--- config.mk ---
export PLATFORM = sky130hd
export DESIGN_NAME = api_frame_receiver_unit
export DESIGN_NICKNAME = d
export VERILOG_FILES = /design/src/design/afr_pkg.sv /design/src/design/api_frame_receiver_unit.sv
export SDC_FILE = /design/constraint.sdc
export NUM_CORES = 1
export LEC_CHECK = 0
export BUFFER_PORTS_ARGS = -buffer_cell sky130_fd_sc_hd__buf_2
export CELL_PAD_IN_SITES_DETAIL_PLACEMENT = 1
export CELL_PAD_IN_SITES_GLOBAL_PLACEMENT = 1
export CORE_UTILIZATION = 45
export CTS_CLUSTER_SIZE = 16
export DETAILED_ROUTE_END_ITERATION = 16
export PLACE_DENSITY_LB_ADDON = 0.1
export SETUP_SLACK_MARGIN = 0.2
export SLEW_MARGIN = 20
export SYNTH_ARGS = -nofsm -noshare
export SYNTH_HDL_FRONTEND = slang
export SYNTH_SLANG_ARGS = --single-unit
--- constraint.sdc ---
create_clock -name clk -period 3.3 [get_ports clk]
set_input_delay 0.66 -clock clk [delete_from_list [all_inputs] [get_ports clk]]
set_output_delay 0.66 -clock clk [all_outputs]
set_load 0.01 [all_outputs]
--- src/design/afr_pkg.sv ---
`timescale 1ns / 1ps
`default_nettype none

package afr_pkg;

	// Receiver phase. The unused codes five to seven behave as idle.
	typedef enum logic [2:0] {
		PH_IDLE    = 3'd0,
		PH_LEN_HI  = 3'd1,
		PH_LEN_LO  = 3'd2,
		PH_PAYLOAD = 3'd3,
		PH_CHECK   = 3'd4
	} phase_t;

	// Result kind reported with each output request.
	typedef enum logic [1:0] {
		KIND_DATA = 2'd0,
		KIND_GOOD = 2'd1,
		KIND_BAD  = 2'd2
	} kind_t;

	localparam int unsigned BYTE_BITS = 8;
	localparam int unsigned LEN_BITS  = 2 * BYTE_BITS;

	// A good frame has payload sum plus checksum equal to all ones.
	localparam logic [BYTE_BITS-1:0] SUM_GOOD = 8'hFF;

	localparam logic [BYTE_BITS-1:0] DELIM_RESET = 8'h7E;

endpackage

`default_nettype wire

--- src/design/api_frame_receiver_unit.sv ---
`timescale 1ns / 1ps
`default_nettype none
// Data path: an accepted byte is loaded into the input register, and any result it makes is then
// loaded into the result register when the parser consumes the byte.
// Throughput: one byte per cycle; the input register and the output register each hold one
// request, so the input side stalls only while a result waits and the output is blocked.
// Reset (arst_n low, asynchronous): frame parser idle, both registers empty, start delimiter 0x7E.

module api_frame_receiver_unit (
	input  wire logic       clk,
	input  wire logic       arst_n,

	// Received byte channel.
	input  wire logic       in_valid,
	output logic            in_ready,
	input  wire logic [7:0] rx_byte,

	// Result channel.
	output logic            out_valid,
	input  wire logic       out_ready,
	output logic [7:0]      data_byte,
	output logic [1:0]      kind,

	// Configuration channel: writes the start delimiter.
	input  wire logic       cfg_valid,
	output logic            cfg_ready,
	input  wire logic [7:0] start_delimiter
);

	// Start delimiter register. Writes are only expected while the block is idle,
	// so the port can always take them.
	logic [afr_pkg::BYTE_BITS-1:0] delim_q;

	assign cfg_ready = 1'b1;

	always_ff @(posedge clk or negedge arst_n) begin
		if (!arst_n) begin
			delim_q <= afr_pkg::DELIM_RESET;
		end else if (cfg_valid) begin
			delim_q <= start_delimiter;
		end
	end

	// Input register. It holds one received byte until the parser consumes it.
	logic                          valid_s1;
	logic [afr_pkg::BYTE_BITS-1:0] rx_byte_s1;
	logic                          advance;
	logic                          out_free;

	// The result register can take a new request when it is empty or being drained.
	assign out_free = !out_valid || out_ready;
	// The parser consumes the held byte whenever the result register has room.
	// Bytes that make no result still wait for room, which keeps the control simple.
	assign advance  = valid_s1 && out_free;
	assign in_ready = !valid_s1 || advance;

	always_ff @(posedge clk or negedge arst_n) begin
		if (!arst_n) begin
			valid_s1 <= 1'b0;
		end else if (in_ready) begin
			valid_s1 <= in_valid;
		end
	end

	always_ff @(posedge clk) begin
		if (in_ready && in_valid) begin
			rx_byte_s1 <= rx_byte;
		end
	end

	// Frame parser state.
	afr_pkg::phase_t               phase_q;
	afr_pkg::phase_t               phase_d;
	logic [afr_pkg::LEN_BITS-1:0]  frame_length_q;
	logic [afr_pkg::LEN_BITS-1:0]  frame_length_d;
	logic [afr_pkg::LEN_BITS-1:0]  byte_count_q;
	logic [afr_pkg::LEN_BITS-1:0]  byte_count_d;
	logic [afr_pkg::BYTE_BITS-1:0] running_sum_q;
	logic [afr_pkg::BYTE_BITS-1:0] running_sum_d;

	// Result produced by the byte in the input register.
	logic                          res_valid;
	afr_pkg::kind_t                res_kind;
	logic [afr_pkg::BYTE_BITS-1:0] check_total;
	logic [afr_pkg::LEN_BITS-1:0]  count_inc;
	logic [afr_pkg::LEN_BITS-1:0]  length_full;

	assign check_total = running_sum_q + rx_byte_s1;
	assign count_inc   = byte_count_q + afr_pkg::LEN_BITS'(1);
	// Low length byte merged into the stored high byte.
	assign length_full = {frame_length_q[afr_pkg::LEN_BITS-1:afr_pkg::BYTE_BITS], rx_byte_s1};

	always_comb begin
		phase_d        = phase_q;
		frame_length_d = frame_length_q;
		byte_count_d   = byte_count_q;
		running_sum_d  = running_sum_q;
		res_valid      = 1'b0;
		res_kind       = afr_pkg::KIND_DATA;
		unique case (phase_q)
			afr_pkg::PH_LEN_HI: begin
				frame_length_d = {rx_byte_s1, {afr_pkg::BYTE_BITS{1'b0}}};
				phase_d        = afr_pkg::PH_LEN_LO;
			end
			afr_pkg::PH_LEN_LO: begin
				frame_length_d = length_full;
				// A zero length frame goes straight to its checksum byte.
				if (length_full == '0) begin
					phase_d = afr_pkg::PH_CHECK;
				end else begin
					phase_d = afr_pkg::PH_PAYLOAD;
				end
			end
			afr_pkg::PH_PAYLOAD: begin
				running_sum_d = check_total;
				byte_count_d  = count_inc;
				if (count_inc == frame_length_q) begin
					phase_d = afr_pkg::PH_CHECK;
				end
				res_valid = 1'b1;
			end
			afr_pkg::PH_CHECK: begin
				res_valid = 1'b1;
				if (check_total == afr_pkg::SUM_GOOD) begin
					res_kind = afr_pkg::KIND_GOOD;
				end else begin
					res_kind = afr_pkg::KIND_BAD;
				end
				phase_d = afr_pkg::PH_IDLE;
			end
			default: begin
				// Idle, and any unused phase code: hunt for the start delimiter.
				if (rx_byte_s1 == delim_q) begin
					phase_d       = afr_pkg::PH_LEN_HI;
					byte_count_d  = '0;
					running_sum_d = '0;
				end else begin
					phase_d = afr_pkg::PH_IDLE;
				end
			end
		endcase
	end

	always_ff @(posedge clk or negedge arst_n) begin
		if (!arst_n) begin
			phase_q        <= afr_pkg::PH_IDLE;
			frame_length_q <= '0;
			byte_count_q   <= '0;
			running_sum_q  <= '0;
		end else if (advance) begin
			phase_q        <= phase_d;
			frame_length_q <= frame_length_d;
			byte_count_q   <= byte_count_d;
			running_sum_q  <= running_sum_d;
		end
	end

	// Result register.
	logic                          out_valid_q;
	logic [afr_pkg::BYTE_BITS-1:0] data_byte_q;
	afr_pkg::kind_t                kind_q;

	always_ff @(posedge clk or negedge arst_n) begin
		if (!arst_n) begin
			out_valid_q <= 1'b0;
		end else if (out_free) begin
			out_valid_q <= advance && res_valid;
		end
	end

	always_ff @(posedge clk) begin
		if (advance && res_valid) begin
			data_byte_q <= rx_byte_s1;
			kind_q      <= res_kind;
		end
	end

	assign out_valid = out_valid_q;
	assign data_byte = data_byte_q;
	assign kind      = kind_q;

	// A matching delimiter seen while idle opens a frame.
	a_delim_opens: assert property (@(posedge clk) disable iff (!arst_n)
		(advance && phase_q == afr_pkg::PH_IDLE && rx_byte_s1 == delim_q)
		|=> (phase_q == afr_pkg::PH_LEN_HI))
		else $error("delimiter did not open a frame");

	// The checksum byte always yields a result and returns the parser to idle.
	a_check_ends: assert property (@(posedge clk) disable iff (!arst_n)
		(advance && phase_q == afr_pkg::PH_CHECK)
		|=> (phase_q == afr_pkg::PH_IDLE && out_valid_q && kind_q != afr_pkg::KIND_DATA))
		else $error("checksum byte did not end the frame");

	// Within the payload the byte count stays below the frame length.
	a_count_bound: assert property (@(posedge clk) disable iff (!arst_n)
		(phase_q == afr_pkg::PH_PAYLOAD) |-> (byte_count_q < frame_length_q))
		else $error("payload byte count overran the frame length");

	// A reported result always carries a defined kind.
	a_kind_legal: assert property (@(posedge clk) disable iff (!arst_n)
		out_valid_q |-> (kind_q == afr_pkg::KIND_DATA || kind_q == afr_pkg::KIND_GOOD
			|| kind_q == afr_pkg::KIND_BAD))
		else $error("result kind out of range");

endmodule

`default_nettype wire
[Yosys cells after proc, flatten, opt, wreduce, memory -nomap -nowiden]
Cells that the tools add are included.
Word-level totals
  logic and storage cells: 50
  output and inout port bits: 13
  register bits: 71
  bits of input ports: 21
Cells by class
  eq/ne operators: 8
  muxes and demuxes: 11
  add/sub/neg operators: 2
  bitwise logic cells: 2
  reduce and logical (&&, ||, !) cells: 16
Operator list (number)
  $pmux 16 s2: 2
  $add 16x1->16 const B: 1
  $eq 16x16->1: 1
  $logic_not 16->1: 1
  $mux 16: 1
  $pmux 8 s2: 1
  $pmux 3 s4: 1
  $add 8x8->8: 1
  $eq 8x8->1: 1
  $eq 8x8->1 const B: 1
  $mux 8: 1
  $eq 3x2->1 const B: 2
  $mux 3: 2
  $reduce_and 3->1: 2
  $reduce_and 2->1: 2
  $reduce_bool 2->1: 2
  $eq 3x1->1 const B: 1
  $eq 3x3->1 const B: 1
  $logic_and 1x1->1: 3
  $reduce_or 3->1: 1
  $logic_not 1->1: 2
  $logic_or 1x1->1: 2
  $mux 1: 2
  $mux 2: 1
  3 further kinds: 4

[Longest topological paths before layout]
  depth after elaboration: 5
  depth in mapped cells: 8
  gate-level depth less buffers: 8

[Worst setup path after synthesis]
Ideal clock, no wire load.
  kind: register -> register
  start: register rx_byte_s1[0] (netlist bit)
  end: register kind_q[1], in the netlist kind[1], data pin
  setup slack: 1.003 ns
  arrival time: 2.038 ns
  path buffers: 0
  stages on the path, launching flop included: 9
  clock period less this slack: 2.297 ns
  library setup time: 0.259 ns
  data required time: 3.041 ns
  cells stage by stage: edfxtp_1 -> ha_1 -> fa_1 -> a21o_1 -> a21oi_1 -> o21bai_1 -> a21oi_1 -> xor2_1 -> o31a_1
On the way
  longest elaborated chain between the ends: 3
RTL lines
  start: declaration: line api_frame_receiver_unit.sv:46  | logic [afr_pkg::BYTE_BITS-1:0] rx_byte_s1;
  start signal: assignment: line api_frame_receiver_unit.sv:67  | rx_byte_s1 <= rx_byte;
  $add 8x8->8: line api_frame_receiver_unit.sv:88  | assign check_total = running_sum_q + rx_byte_s1;
  $eq 8x8->1: line api_frame_receiver_unit.sv:124  | if (check_total == afr_pkg::SUM_GOOD) begin
  $mux 2: line api_frame_receiver_unit.sv:124
  end signal: assignment: line api_frame_receiver_unit.sv:174  | kind_q <= res_kind;
  end: declaration: line api_frame_receiver_unit.sv:161  | afr_pkg::kind_t kind_q;
No other way between the ends.
A chain may end at the register's enable or synchronous reset.

[Worst setup path in the final report]
  start: register byte_count_q[0] (netlist bit)
  end: register phase_q[0]
On the way
  longest elaborated chain between the ends: 4
RTL lines
  start: declaration: line api_frame_receiver_unit.sv:76  | logic [afr_pkg::LEN_BITS-1:0] byte_count_q;
  start signal: assignment: line api_frame_receiver_unit.sv:153  | byte_count_q <= byte_count_d;
  $add 16x1->16: line api_frame_receiver_unit.sv:89  | assign count_inc = byte_count_q + afr_pkg::LEN_BITS'(1);
  $eq 16x16->1: line api_frame_receiver_unit.sv:117  | if (count_inc == frame_length_q) begin
  $ne 2x2->1 (no source line)
  $reduce_and 2->1 (no source line)
  end signal: assignment: line api_frame_receiver_unit.sv:146  | phase_q <= afr_pkg::PH_IDLE;
  end signal: assignment: line api_frame_receiver_unit.sv:151  | phase_q <= phase_d;
  end: declaration: line api_frame_receiver_unit.sv:72  | afr_pkg::phase_t phase_q;
No other way between the ends.

==> results by group <==
Timing
  • RSZ-0062 raised after global routing: false
  • Setup violators final: 0
  • Fmax: 0.364 GHz
  • Fin crit share: 0.833
  • Fin Hold WS: 236 ps
  • Worst relative slew slack: 0.520
  • Hold Fails Final Rpt: 0
  • Pin slew with the least headroom to its limit: 718 ps
  • Clk_skew: 8.20 ps
  • Tmin final: 2750 ps
  • TNS Setup: 0 ps
  • Max Slew Vio Count: 0

Global route
  • Global-route wire length before repair: 17000 um
  • Largest net degree at the start of global routing: 39
  • GR Util All Layers: 0.263
  • Global route overflow: 0
  • Initial antenna violation count: 0
  • Vias in the first global route: 3210

Power and ir drop
  • P_leak: 0.00179 uW
  • PD cells: 827 nW/um^2
  • Peak supply drop: 481 uV

Final layout
  • Final instance area: 4310 um^2
  • Share of layout cells above drive strength 1: 0.180
  • Final net count: 430
  • Non-filler cells, final: 510
  • Syn-to-layout area delta: 13.5%
  • Diodes inserted: 0

Clock tree
  • H-tree depth: 3
  • Worst-Skew Late Latency: 340 ps
  • # resized after CTS: 0
  • TritonCTS clock tree: yes
  • Deepest clock path buffer count: 2
  • Clock-pin slew on the worst setup and hold paths: 90 ps
  • Hold-fix buffers, CTS: 0
  • TritonCTS Buffers: 9
  • Postcts setup bufs: 0
  • CTS Root Cell: clkbuf_8
  • Clk sink count: 71

Synthesis
  • Cell taking the most area after synthesis: dfrtp_1
  • Synth Net Count: 400
  • Post-Syn Instances: 370
  • Syn Area/Cell: 10.3 um^2
  • Ys async rst share: 0.746
  • Distinct cells, synth: 59
  • Top post-synthesis cells by count: dfrtp_1, nand2_1, o21ai_1
  • Netlist Area Pre-Place: 3790 um^2
  • Post-synth top area share: 0.310
  • Register bit count reported by yosys: 71
  • Count leader, synth: dfrtp_1
  • Top cells by area, synth: dfrtp_1, edfxtp_1, xnor2_1
  • Post-synth EDFFs: 18
  • Syn. warnings: 0
  • Seq/Total Area, Yosys: 0.494
  • Ys flop type: dfrtp_1

Routing
  • Vias per cell: 5.85
  • Initial drt markers: 165
  • Drc violations: 0
  • Drt wl/cell: 20.8 um
  • Final ANT Viol Nets: 0
  • Via Count: 2983
  • Final wirelength: 10600 um
  • DRT Pass-1 Iters: 4

Job
  • Max-cap check violation count: 0

Die
  • Chip width: 93.8 um
  • Num rows: 33
  • Die area: 8800 um^2
  • Starting Density: 0.464
  • Core Region: 8180 um^2
  • Num ports: 34
  • Chip height: 93.8 um

Worst setup path
  • Critical path type: reg2reg
  • Worst Path Arrival: 2930 ps
  • Worst Reg-to-Reg Cells: 7
  • CP startpoint kind: flop
  • Crit. End Element: flop
  • Worst Path Required: 3480 ps
  • Worst-path maximum fanout: 8

Hold path
  • Hold Crit Class: in2async

Placed design
  • DP Wirelength: 7330 um
  • GPL Wtd Cong: 0.787
  • Post-placement cell area: 4050 um^2
  • # port buffers: 32
  • Placed insts: 494

Outcome
  • Status: completed
## flip-flops by register name, indices dropped and copies added (netlist names)
register,flops
running_sum_q,8
frame_length_q,16
out_valid,1
byte_count_q,16
data_byte,8
phase_q,3
kind,2
valid_s1,1
rx_byte_s1,8
delim_q,8
## metrics by stage
| stage | util | setup WS (ps) | total power, uW |
|---|---|---|---|
| finish | 0.527 | 551 | 3560 |
| global route | 0.527 | 265 | 3770 |
| CTS | 0.527 | 581 | 3570 |
| detailed placement | 0.496 | 580 | 2660 |
| global placement | 0.496 | 759 | 2600 |
| floorplan | - | 1000 | 2250 |
## critical path, stage by stage (launching register included)
cell	delay, ps
dfrtp_1	450
ha_1	320
nand4_1	240
nor3_1	410
xnor2_1	170
o2111ai_1	120
a2111oi_1	660
a41oi_1	220
## cell usage in the layout (no fill, tap or decap), types with 3 or more instances in the layout
master     synthesis  routed
o21ai_1           24      24
mux2_2             8       8
nand2b_1           4       4
clkbuf_8           0       9
o21ai_0            5       5
dfrtp_1           47      47
xnor2_1           22      22
nand3_1           19      19
nor2_1            21      21
bufinv_16          0       3
xor2_1            12      12
nand4_1            6       6
o31ai_1            6       6
buf_4              1       4
nor4_1             5       5
nand2_1           42      42
a21o_1             4       4
nor3_1             5       5
a31oi_1            4       4
a22o_1            14      14
dfstp_2            6       6
buf_2              6      32
edfxtp_1          18      18
and2_1             7       7
ha_1               8       8
a21oi_1           13      12
inv_1              7       7
nor2b_1            4       4
## report_power, final
part / leakage (uW) / internal (uW) / total (uW) / switching (uW)
combinational: 0.000819 / 537 / 1300 / 759
sequential: 0.000842 / 1140 / 1380 / 239
clock: 0.000126 / 513 / 890 / 377
total: 0.00179 / 2190 / 3560 / 1370
## area by class of cell
type                    instances  area [um^2]
flip-flops and latches         71         1870
multi-input cells             274         1810
clock inverters                 7          128
repair buffers                 37          210
inverters                       7         26.3
fillers                       891         3870
clock buffers                   9          124
well taps                     105          131
## routing by layer
metal  track usage  routed length (um)  up-vias
li1              -                   -     1407
met1         0.339                4870     1495
met2         0.437                5190       62
met3        0.0607                 338       19
met4        0.0846                 223        0
met5             0                   0        -
## cells by family (layout without fill, tap and decap cells)
kind of cell	Yosys count	in the layout	synth area share
AO/OA/AOI/OAI	95	95	0.175
other	1	1	0.000988
AND/OR/NAND/NOR	127	127	0.167
buffers and inverters	25	60	0.0297
multiplexers	8	8	0.0237
flip-flops	71	71	0.494
adder cells (fa/ha/maj)	9	9	0.0317
XOR/XNOR	34	34	0.0785
## worst paths after layout
path	from	end	slack [ps]
min in group clk	rx_byte[2]	rx_byte_s1[2]$_DFFE_PP_	490
worst min-delay path	arst_n	byte_count_q[15]$_DFFE_PN0P_	240
worst max-delay path	byte_count_q[0]$_DFFE_PN0P_	phase_q[0]$_DFFE_PN0P_	550
max in group asynchronous	arst_n	delim_q[5]$_DFFE_PN1P_	2200
worst max register to register	byte_count_q[0]$_DFFE_PN0P_	phase_q[0]$_DFFE_PN0P_	550
worst min register to register	running_sum_q[2]$_DFFE_PN0P_	running_sum_q[2]$_DFFE_PN0P_	500
Note: power is estimated with default switching activity, not from simulation.
